$ cat src/rtl/sb64_pkg.sv
// Shared types, constants and the alphabet lookup for the strict base64 decoder.
package sb64_pkg;

  localparam logic [7:0] PadChar       = 8'h3D;  // '='
  localparam logic [6:0] NotSextet     = 7'd64;
  localparam logic [7:0] ExpectedReset = 8'd32;
  localparam int         FifoDepth     = 2;
  localparam int         FifoPtrW      = (FifoDepth > 1) ? $clog2(FifoDepth) : 1;
  localparam int         FifoCntW      = $clog2(FifoDepth + 1);

  // One queue entry: what a single input item produces.
  typedef struct packed {
    logic [23:0] data;    // completed quad, first byte in the top bits
    logic [1:0]  nbytes;  // bytes to emit, 0..3
    logic        fin;     // end status follows the bytes
    logic        status;  // end status, 1 = bad
  } sb64_job_t;

  // Base64 alphabet lookup; NotSextet for anything outside it.
  function automatic logic [6:0] sextet_of(input logic [7:0] c);
    logic [6:0] v;
    v = NotSextet;
    if (c >= 8'h41 && c <= 8'h5A) begin
      v = 7'(c - 8'h41);
    end else if (c >= 8'h61 && c <= 8'h7A) begin
      v = 7'(c - 8'h61 + 8'd26);
    end else if (c >= 8'h30 && c <= 8'h39) begin
      v = 7'(c - 8'h30 + 8'd52);
    end else if (c == 8'h2B) begin
      v = 7'd62;
    end else if (c == 8'h2F) begin
      v = 7'd63;
    end
    return v;
  endfunction

endpackage

$ cat src/rtl/sb64_front.sv
// Front end: accepts characters, tracks quad state and checks, builds queue entries.
module sb64_front (
  input  logic                  clk_i,
  input  logic                  rst_ni,
  input  logic                  expected_bytes_we_i,
  input  logic [7:0]            expected_bytes_i,
  input  logic                  in_valid_i,
  output logic                  in_ready_o,
  input  logic [7:0]            char_code_i,
  input  logic                  has_char_i,
  input  logic                  end_of_text_i,
  output logic                  push_o,
  output sb64_pkg::sb64_job_t   job_o,
  input  logic                  full_i
);

  logic [7:0]  exp_q;
  logic [1:0]  qpos_q, qpos_d;
  logic [23:0] acc_q, acc_d;
  logic [1:0]  pad_q, pad_d;
  logic        pdone_q, pdone_d;
  logic [7:0]  bytes_q, bytes_d;
  logic        seen_q, seen_d;
  logic        err_q, err_d;

  logic        accept;
  logic [6:0]  sext;
  logic        is_sext;
  logic        is_pad;
  logic        quad_done;
  logic [1:0]  pad_new;
  logic [23:0] acc_new;
  logic [1:0]  nbytes;
  logic [1:0]  emit;
  logic [7:0]  room;
  logic        bad;

  assign accept     = in_valid_i && in_ready_o;
  assign in_ready_o = !full_i;
  assign sext       = sb64_pkg::sextet_of(char_code_i);
  assign is_sext    = !sext[6];
  assign is_pad     = (char_code_i == sb64_pkg::PadChar);

  always_comb begin
    qpos_d    = qpos_q;
    acc_d     = acc_q;
    pad_d     = pad_q;
    pdone_d   = pdone_q;
    bytes_d   = bytes_q;
    seen_d    = seen_q;
    err_d     = err_q;
    quad_done = 1'b0;
    pad_new   = pad_q;
    acc_new   = acc_q;
    nbytes    = 2'd0;
    emit      = 2'd0;
    room      = 8'd0;
    bad       = 1'b0;

    if (has_char_i) begin
      seen_d = 1'b1;
      if (!err_q) begin
        if (pdone_q) begin
          err_d = 1'b1;
        end else begin
          case (qpos_q)
            2'd0, 2'd1: begin
              if (!is_sext) begin
                err_d = 1'b1;
              end else begin
                acc_d  = {acc_q[17:0], sext[5:0]};
                qpos_d = qpos_q + 2'd1;
              end
            end
            2'd2: begin
              if (is_pad) begin
                if (acc_q[3:0] != 4'd0) begin
                  err_d = 1'b1;
                end else begin
                  pad_d  = pad_q | 2'b01;
                  acc_d  = {acc_q[17:0], 6'd0};
                  qpos_d = 2'd3;
                end
              end else if (!is_sext) begin
                err_d = 1'b1;
              end else begin
                acc_d  = {acc_q[17:0], sext[5:0]};
                qpos_d = 2'd3;
              end
            end
            default: begin
              if (is_pad) begin
                if (!pad_q[0] && acc_q[1:0] != 2'd0) begin
                  err_d = 1'b1;
                end else begin
                  quad_done = 1'b1;
                  pad_new   = pad_q | 2'b10;
                  acc_new   = {acc_q[17:0], 6'd0};
                end
              end else if (pad_q[0] || !is_sext) begin
                err_d = 1'b1;
              end else begin
                quad_done = 1'b1;
                acc_new   = {acc_q[17:0], sext[5:0]};
              end
            end
          endcase

          if (quad_done) begin
            nbytes = pad_new[0] ? 2'd1 : (pad_new[1] ? 2'd2 : 2'd3);
            // no room left once the count has reached the length
            room   = (bytes_q < exp_q) ? (exp_q - bytes_q) : 8'd0;
            if (room < {6'd0, nbytes}) begin
              emit  = room[1:0];
              err_d = 1'b1;
            end else begin
              emit  = nbytes;
            end
            bytes_d = bytes_q + {6'd0, emit};
            pdone_d = (pad_new != 2'b00);
            qpos_d  = 2'd0;
            pad_d   = 2'b00;
            acc_d   = 24'd0;
          end
        end
      end
    end

    if (end_of_text_i) begin
      bad     = err_d || !seen_d || (qpos_d != 2'd0) || (bytes_d != exp_q);
      qpos_d  = 2'd0;
      acc_d   = 24'd0;
      pad_d   = 2'b00;
      pdone_d = 1'b0;
      bytes_d = 8'd0;
      seen_d  = 1'b0;
      err_d   = 1'b0;
    end
  end

  assign job_o.data   = acc_new;
  assign job_o.nbytes = emit;
  assign job_o.fin    = end_of_text_i;
  assign job_o.status = bad;
  assign push_o       = accept && ((emit != 2'd0) || end_of_text_i);

  always_ff @(posedge clk_i or negedge rst_ni) begin
    if (!rst_ni) begin
      exp_q   <= sb64_pkg::ExpectedReset;
      qpos_q  <= 2'd0;
      acc_q   <= 24'd0;
      pad_q   <= 2'b00;
      pdone_q <= 1'b0;
      bytes_q <= 8'd0;
      seen_q  <= 1'b0;
      err_q   <= 1'b0;
    end else begin
      if (expected_bytes_we_i) begin
        exp_q <= expected_bytes_i;
      end
      if (accept) begin
        qpos_q  <= qpos_d;
        acc_q   <= acc_d;
        pad_q   <= pad_d;
        pdone_q <= pdone_d;
        bytes_q <= bytes_d;
        seen_q  <= seen_d;
        err_q   <= err_d;
      end
    end
  end

  // A partial quad means a character was seen in this text.
  assert property (@(posedge clk_i) disable iff (!rst_ni) (qpos_q != 2'd0) |-> seen_q)
    else $error("partial quad without any character");
  // Pad in the third place only exists at the fourth place.
  assert property (@(posedge clk_i) disable iff (!rst_ni) pad_q[0] |-> (qpos_q == 2'd3))
    else $error("pad flag outside fourth place");
  // Nothing enters the queue without an accepted beat.
  assert property (@(posedge clk_i) disable iff (!rst_ni) push_o |-> accept)
    else $error("queue push without input beat");

endmodule

$ cat src/rtl/sb64_fifo.sv
// Short queue of decode jobs between the front and back ends.
module sb64_fifo (
  input  logic                  clk_i,
  input  logic                  rst_ni,
  input  logic                  push_i,
  input  sb64_pkg::sb64_job_t   push_job_i,
  output logic                  full_o,
  input  logic                  pop_i,
  output logic                  valid_o,
  output sb64_pkg::sb64_job_t   head_o
);

  sb64_pkg::sb64_job_t                mem_q [sb64_pkg::FifoDepth];
  logic [sb64_pkg::FifoPtrW-1:0]      wr_ptr_q, rd_ptr_q;
  logic [sb64_pkg::FifoCntW-1:0]      cnt_q;

  function automatic logic [sb64_pkg::FifoPtrW-1:0] ptr_inc(
    input logic [sb64_pkg::FifoPtrW-1:0] p
  );
    logic [sb64_pkg::FifoPtrW-1:0] r;
    if (p == sb64_pkg::FifoPtrW'(sb64_pkg::FifoDepth - 1)) begin
      r = '0;
    end else begin
      r = p + 1'b1;
    end
    return r;
  endfunction

  assign full_o  = (cnt_q == sb64_pkg::FifoCntW'(sb64_pkg::FifoDepth));
  assign valid_o = (cnt_q != '0);
  assign head_o  = mem_q[rd_ptr_q];

  always_ff @(posedge clk_i) begin
    if (push_i) begin
      mem_q[wr_ptr_q] <= push_job_i;
    end
  end

  always_ff @(posedge clk_i or negedge rst_ni) begin
    if (!rst_ni) begin
      wr_ptr_q <= '0;
      rd_ptr_q <= '0;
      cnt_q    <= '0;
    end else begin
      if (push_i) begin
        wr_ptr_q <= ptr_inc(wr_ptr_q);
      end
      if (pop_i) begin
        rd_ptr_q <= ptr_inc(rd_ptr_q);
      end
      if (push_i && !pop_i) begin
        cnt_q <= cnt_q + 1'b1;
      end else if (pop_i && !push_i) begin
        cnt_q <= cnt_q - 1'b1;
      end
    end
  end

  assert property (@(posedge clk_i) disable iff (!rst_ni) push_i |-> !full_o)
    else $error("push into full queue");
  assert property (@(posedge clk_i) disable iff (!rst_ni) pop_i |-> valid_o)
    else $error("pop from empty queue");
  assert property (@(posedge clk_i) disable iff (!rst_ni)
                   cnt_q <= sb64_pkg::FifoCntW'(sb64_pkg::FifoDepth))
    else $error("queue count past depth");

endmodule

$ cat src/rtl/sb64_back.sv
// Back end: unrolls each queue entry into result beats through an output register.
module sb64_back (
  input  logic                  clk_i,
  input  logic                  rst_ni,
  input  logic                  head_valid_i,
  input  sb64_pkg::sb64_job_t   head_i,
  output logic                  pop_o,
  output logic                  out_valid_o,
  input  logic                  out_ready_i,
  output logic [7:0]            out_byte_o,
  output logic                  is_byte_o,
  output logic                  is_final_o,
  output logic                  status_o,
  output logic                  run_last_o
);

  logic [1:0] idx_q;
  logic       out_valid_q;
  logic [7:0] byte_q;
  logic       is_byte_q, is_final_q, status_q, run_last_q;

  logic       load;
  logic [2:0] total;
  logic       last;
  logic       take_byte;
  logic [7:0] sel_byte;

  assign load      = head_valid_i && (!out_valid_q || out_ready_i);
  assign total     = {1'b0, head_i.nbytes} + {2'd0, head_i.fin};
  assign last      = ({1'b0, idx_q} + 3'd1) == total;
  assign take_byte = idx_q < head_i.nbytes;
  assign pop_o     = load && last;

  always_comb begin
    case (idx_q)
      2'd0:    sel_byte = head_i.data[23:16];
      2'd1:    sel_byte = head_i.data[15:8];
      default: sel_byte = head_i.data[7:0];
    endcase
  end

  always_ff @(posedge clk_i or negedge rst_ni) begin
    if (!rst_ni) begin
      idx_q       <= 2'd0;
      out_valid_q <= 1'b0;
    end else begin
      if (load) begin
        idx_q       <= last ? 2'd0 : idx_q + 2'd1;
        out_valid_q <= 1'b1;
      end else if (out_ready_i) begin
        out_valid_q <= 1'b0;
      end
    end
  end

  always_ff @(posedge clk_i) begin
    if (load) begin
      byte_q     <= take_byte ? sel_byte : 8'd0;
      is_byte_q  <= take_byte;
      is_final_q <= !take_byte;
      status_q   <= take_byte ? 1'b0 : head_i.status;
      run_last_q <= last;
    end
  end

  assign out_valid_o = out_valid_q;
  assign out_byte_o  = byte_q;
  assign is_byte_o   = is_byte_q;
  assign is_final_o  = is_final_q;
  assign status_o    = status_q;
  assign run_last_o  = run_last_q;

  // Every beat is exactly one of byte or final.
  assert property (@(posedge clk_i) disable iff (!rst_ni)
                   out_valid_q |-> (is_byte_q ^ is_final_q))
    else $error("result beat kind is ambiguous");
  // The end status always closes the run of its input.
  assert property (@(posedge clk_i) disable iff (!rst_ni)
                   (out_valid_q && is_final_q) |-> run_last_q)
    else $error("final beat not marked last");
  // A queue entry always produces at least one beat.
  assert property (@(posedge clk_i) disable iff (!rst_ni) head_valid_i |-> (total != 3'd0))
    else $error("empty job in queue");

endmodule

$ cat src/rtl/strict_base64_decoder.sv
// Top level of the strict base64 decoder: front end, job queue and result back end.
//
// Takes base64 text one character per input beat (has_char_i = 0 with
// end_of_text_i sends a bare end marker) and returns one result beat per decoded
// byte, plus a final beat carrying status_o on the item flagged end_of_text_i
// (0 = well formed and exactly expected_bytes long). run_last_o marks the last
// beat an input caused; an input that neither completes a quad nor ends the text
// produces no beat. Input beats are checked and accepted at one per cycle in the
// front end as long as the two-entry job queue has room; the back end then
// drains each job through the output register at one result beat per cycle while
// the receiver is ready. An input that completes a quad yields up to three byte
// beats, plus the end status if it ends the text. On steady text the bytes of
// one quad drain while the next quad is gathered, so characters keep flowing at
// one per cycle; a bare end marker right behind a completed three-byte quad
// fills the queue and holds in_ready_o low until the back end takes that quad's
// last byte, and a stalling receiver backs the queue up the same way. Errors are
// sticky until the end of the text; bytes already sent are not withdrawn.
// expected_bytes is written through expected_bytes_we_i/expected_bytes_i,
// resets to 32, and may only change while the decoder is idle.
module strict_base64_decoder (
  input  logic       clk_i,
  input  logic       rst_ni,
  input  logic       expected_bytes_we_i,
  input  logic [7:0] expected_bytes_i,
  input  logic       in_valid_i,
  output logic       in_ready_o,
  input  logic [7:0] char_code_i,
  input  logic       has_char_i,
  input  logic       end_of_text_i,
  output logic       out_valid_o,
  input  logic       out_ready_i,
  output logic [7:0] out_byte_o,
  output logic       is_byte_o,
  output logic       is_final_o,
  output logic       status_o,
  output logic       run_last_o
);

  logic                push;
  sb64_pkg::sb64_job_t push_job;
  logic                full;
  logic                pop;
  logic                head_valid;
  sb64_pkg::sb64_job_t head;

  // Character checks and stream state; one beat per cycle while the queue has room.
  sb64_front u_front (
    .clk_i               (clk_i),
    .rst_ni              (rst_ni),
    .expected_bytes_we_i (expected_bytes_we_i),
    .expected_bytes_i    (expected_bytes_i),
    .in_valid_i          (in_valid_i),
    .in_ready_o          (in_ready_o),
    .char_code_i         (char_code_i),
    .has_char_i          (has_char_i),
    .end_of_text_i       (end_of_text_i),
    .push_o              (push),
    .job_o               (push_job),
    .full_i              (full)
  );

  // Decouples the two sides so each can stall independently.
  sb64_fifo u_fifo (
    .clk_i      (clk_i),
    .rst_ni     (rst_ni),
    .push_i     (push),
    .push_job_i (push_job),
    .full_o     (full),
    .pop_i      (pop),
    .valid_o    (head_valid),
    .head_o     (head)
  );

  // Serializes bytes and end status into result beats.
  sb64_back u_back (
    .clk_i        (clk_i),
    .rst_ni       (rst_ni),
    .head_valid_i (head_valid),
    .head_i       (head),
    .pop_o        (pop),
    .out_valid_o  (out_valid_o),
    .out_ready_i  (out_ready_i),
    .out_byte_o   (out_byte_o),
    .is_byte_o    (is_byte_o),
    .is_final_o   (is_final_o),
    .status_o     (status_o),
    .run_last_o   (run_last_o)
  );

endmodule

$ cat config.mk
export PLATFORM = sky130hd
export DESIGN_NAME = strict_base64_decoder
export DESIGN_NICKNAME = d
export VERILOG_FILES = /design/src/rtl/sb64_pkg.sv /design/src/rtl/sb64_front.sv /design/src/rtl/sb64_fifo.sv /design/src/rtl/sb64_back.sv /design/src/rtl/strict_base64_decoder.sv
export SDC_FILE = /design/constraint.sdc
export NUM_CORES = 1
export LEC_CHECK = 0
export ABC_CLOCK_PERIOD_IN_PS = 5700
export BUFFER_PORTS_ARGS = -buffer_cell sky130_fd_sc_hd__buf_2
export CAP_MARGIN = 20
export CELL_PAD_IN_SITES_DETAIL_PLACEMENT = 1
export CELL_PAD_IN_SITES_GLOBAL_PLACEMENT = 1
export CORE_MARGIN = 4
export CORE_UTILIZATION = 29
export DETAILED_ROUTE_END_ITERATION = 10
export HOLD_SLACK_MARGIN = 0.1
export PLACE_DENSITY = 0.53
export SYNTH_ARGS = -nofsm -noshare
export SYNTH_HDL_FRONTEND = slang
export SYNTH_SLANG_ARGS = --single-unit
$ cat constraint.sdc
create_clock -name clk_i -period 5.7 [get_ports clk_i]
set_clock_uncertainty 0.05 [all_clocks]
set_input_delay 1.14 -clock clk_i [delete_from_list [all_inputs] [get_ports clk_i]]
set_output_delay 1.14 -clock clk_i [all_outputs]
set_load 0.02 [all_outputs]
==> flow_summary.yaml <==
setup_path:
  critPathArrivalTime_ns: 5.54
  setup.worst_path.start_class: "flip-flop"
  critPathKind: "flip-flop to flip-flop"
  end_kind: "flip-flop"
  crit_path_start: "u_front.bytes_q[0]"
  reg2reg_depth: 21
  r2r-start: "u_front.bytes_q[0]"
  crit_path_end: "u_fifo.mem_q[1][0]"
  rr_endpoint: "u_fifo.mem_q[1][0]"
  reg2reg_slack_ns: 0.27
  path_max_fanout: 5
  critPathRequiredTime_ns: 5.81
logic_synthesis:
  ys_ff_latch: 121
  yosysSeqAreaShare: 0.497
  yosys.area.top_type: "edfxtp_1"
  ys_warn_count: 0
  synth_edf_count: 68
  ys.flop_type: "edfxtp_1"
  synthCells: 644
  yosys-top-cells-area: "edfxtp_1 (30%), dfrtp_1 (19%), ha_1 (5.9%), nand2_1 (4.6%), mux2i_1 (3.2%)"
  postSynthNetCount: 701
  synth_area_um2: 6780
  yosysTopAreaCellShare: 0.301
  ys_async_sr_fraction: 0.438
  ys_types: 67
  syn_area_per_cell_um2: 10.5
global_routing:
  grt_max_degree: 54
  track_usage: 0.145
  grt_first_pass_wirelength_mm: 29.7
  antenna_found_initial: 0
  overflow: 0
  grt_pass1_vias: 5305
timing:
  setup_ws_ns: 0.268
  fmax_ghz: 0.184
  relSlewSlack: 0.354
  tns_ns: 0
  hold-worst-slack_ns: 0.445
  final-hold-violation-count: 0
  period_share: 0.953
  final_max_slew_viol_count: 0
  period_minus_slack_ns: 5.43
  worst_slew_pin_slew_ns: 0.969
  rsz0062_at_grt: "false"
  report.final.setup_viol: 0
route:
  dr.max_layer_used: "met4"
  vias_per_cell: 5.06
  drc: 0
  wl_met2_mm: 8.50
  drt-total-wl_mm: 18.2
  firstDrtPassIters: 5
  dr_wl_met3_um: 588
  wl_per_cell_um: 18.0
  first_iter_violations: 195
  ant_nets: 0
  wl_met1_mm: 8.87
  vias: 5121
layout:
  num_antenna_cells: 0
  layout_commonest_cell: "nand2_1"
  final_cell_mix: "nand2_1 (82), edfxtp_1 (68), dfrtp_1 (52)"
  final_cell_area_um2: 8020
  nets: 743
  layout-drive-gt1-share: 0.182
  syn_to_final_growth_pct: 18.2
power:
  ir_drop_uv: 165
  power_density_nw_per_um2: 492
  p_leak_nw: 3.15
clock_network:
  clk_pin_slew_ns: 0.06
  cts_max_level: 4
  tritoncts: "yes"
  root_buffer: "clkbuf_16"
  clock_path_buffers: 2
  cts_buffers: 17
  insertion_delay_ns: 0.42
  cts_sinks: 121
  cts_hold_buf: 0
floorplanning:
  die-area_um2: 25900
  die_w_um: 161
  start_util: 0.297
  num_rows: 55
  dieHeight_um: 161
  ios: 37
  coreArea_um2: 22800
place:
  place_hpwl_mm: 12.9
  placed_area_um2: 7320
  post-place-ws_ns: 0.0176
  portBuffers: 36
  gp_congestion: 0.809
job:
  cap_viol_max_count: 0
status:
  status: "finished clean"
min_path:
  worst_hold_path_type: "flip-flop to flip-flop"
[worst max-delay path, stage by stage (launching register included)]
cell      delay [ns]
dfrtp_1         0.44
ha_1            0.20
inv_1           0.06
fa_2            0.36
a21o_1          0.18
a21oi_2         0.16
nand3b_1        0.18
a21oi_4         0.10
nand2_2         0.09
inv_1           0.04
ha_1            0.28
nor2b_1         0.13
a221o_1         0.36
or2_4           0.26
o22ai_2         0.19
ha_2            0.21
inv_1           0.05
fa_1            0.38
or3_4           0.42
or4_4           0.45
xnor2_1         0.14
o41a_1          0.42
[cell type report]
class | count | area, um2
inverter | 33 | 124
tap | 313 | 392
clock inverter | 15 | 165
multi-input combinational | 462 | 3250
clock buffer | 17 | 425
timing repair buffer | 51 | 293
fill | 2573 | 14800
sequential | 121 | 3370
[report_power, final]
| part | switching [W] | total (W) | internal (W) |
|---|---|---|---|
| clock | 0.000428 | 0.00108 | 0.000650 |
| sequential | 0.000169 | 0.00135 | 0.00118 |
| combinational | 0.000912 | 0.00152 | 0.000611 |
[sequential cells by signal, indices dropped and copies added, names as in the netlist, 2 cells and up]
signal	count
u_front.exp_q	8
u_fifo.cnt_q	2
u_fifo.mem_q	56
u_back.out_byte_o	8
u_front.acc_q	24
u_back.idx_q	2
u_front.bytes_q	8
u_front.qpos_q	2
[synthesized netlist by cell type (all sizes together) (4+ instances only)]
cell    count
xor2       14
mux2       13
a21o        6
buf         4
o21ai      22
or3         5
or2         6
nor2b       7
nand2      83
a211oi     14
nor3       14
mux2i      22
nand3      16
clkbuf     24
o22ai      15
xnor2      12
o211ai      5
a311oi      9
dfrtp      52
and2        4
a22oi      12
nor2       48
a22o        7
o21a        4
nand2b      6
edfxtp     68
ha         32
a31oi       8
inv        33
a21oi      30
[cell families after synthesis]
| family | share of synthesized area |
|---|---|
| xor+xnor | 0.0336 |
| flops | 0.497 |
| buf+inv | 0.0352 |
| simple gates | 0.145 |
| fa+ha+maj | 0.0650 |
| compound gates | 0.170 |
| mux | 0.0541 |
[through the flow]
stage	utilization	instances	power, W
floorplan	-	644	0.00237
finish	0.351	1012	0.00395
global route	0.351	1012	0.00423
global placement	0.320	974	0.00278
detailed placement	0.320	974	0.00282
CTS	0.347	1006	0.00393
[how the worst min path moves through the flow]
stage / startpoint / endpoint / slack, ns / cells past startpoint
after floorplan: u_fifo.cnt_q[1] / u_fifo.cnt_q[1] / 0.43 / 1
after CTS: u_back.out_valid_o / u_back.out_valid_o / 0.46 / 2
after global placement: u_back.out_valid_o / u_back.out_valid_o / 0.43 / 2
after global routing: u_back.out_valid_o / u_back.out_valid_o / 0.50 / 2
after detailed placement: u_back.out_valid_o / u_back.out_valid_o / 0.44 / 2
final: u_back.out_valid_o / u_back.out_valid_o / 0.44 / 2
[repair_timing]
action / 4_1_cts / 5_1_grt
buffers inserted: 0 / 5
gates resized for setup: 2 / 12
endpoints found under the setup margin: 2 / 2
pin swaps: 0 / 5
[per-layer routing]
metal / global-route usage / up-vias
met4: 0.0415 / 0
met5: 0 / -
li1: - / 2455
met3: 0.0308 / 22
met2: 0.231 / 86
met1: 0.201 / 2558
No activity file was read; power rests on OpenSTA's default activity.
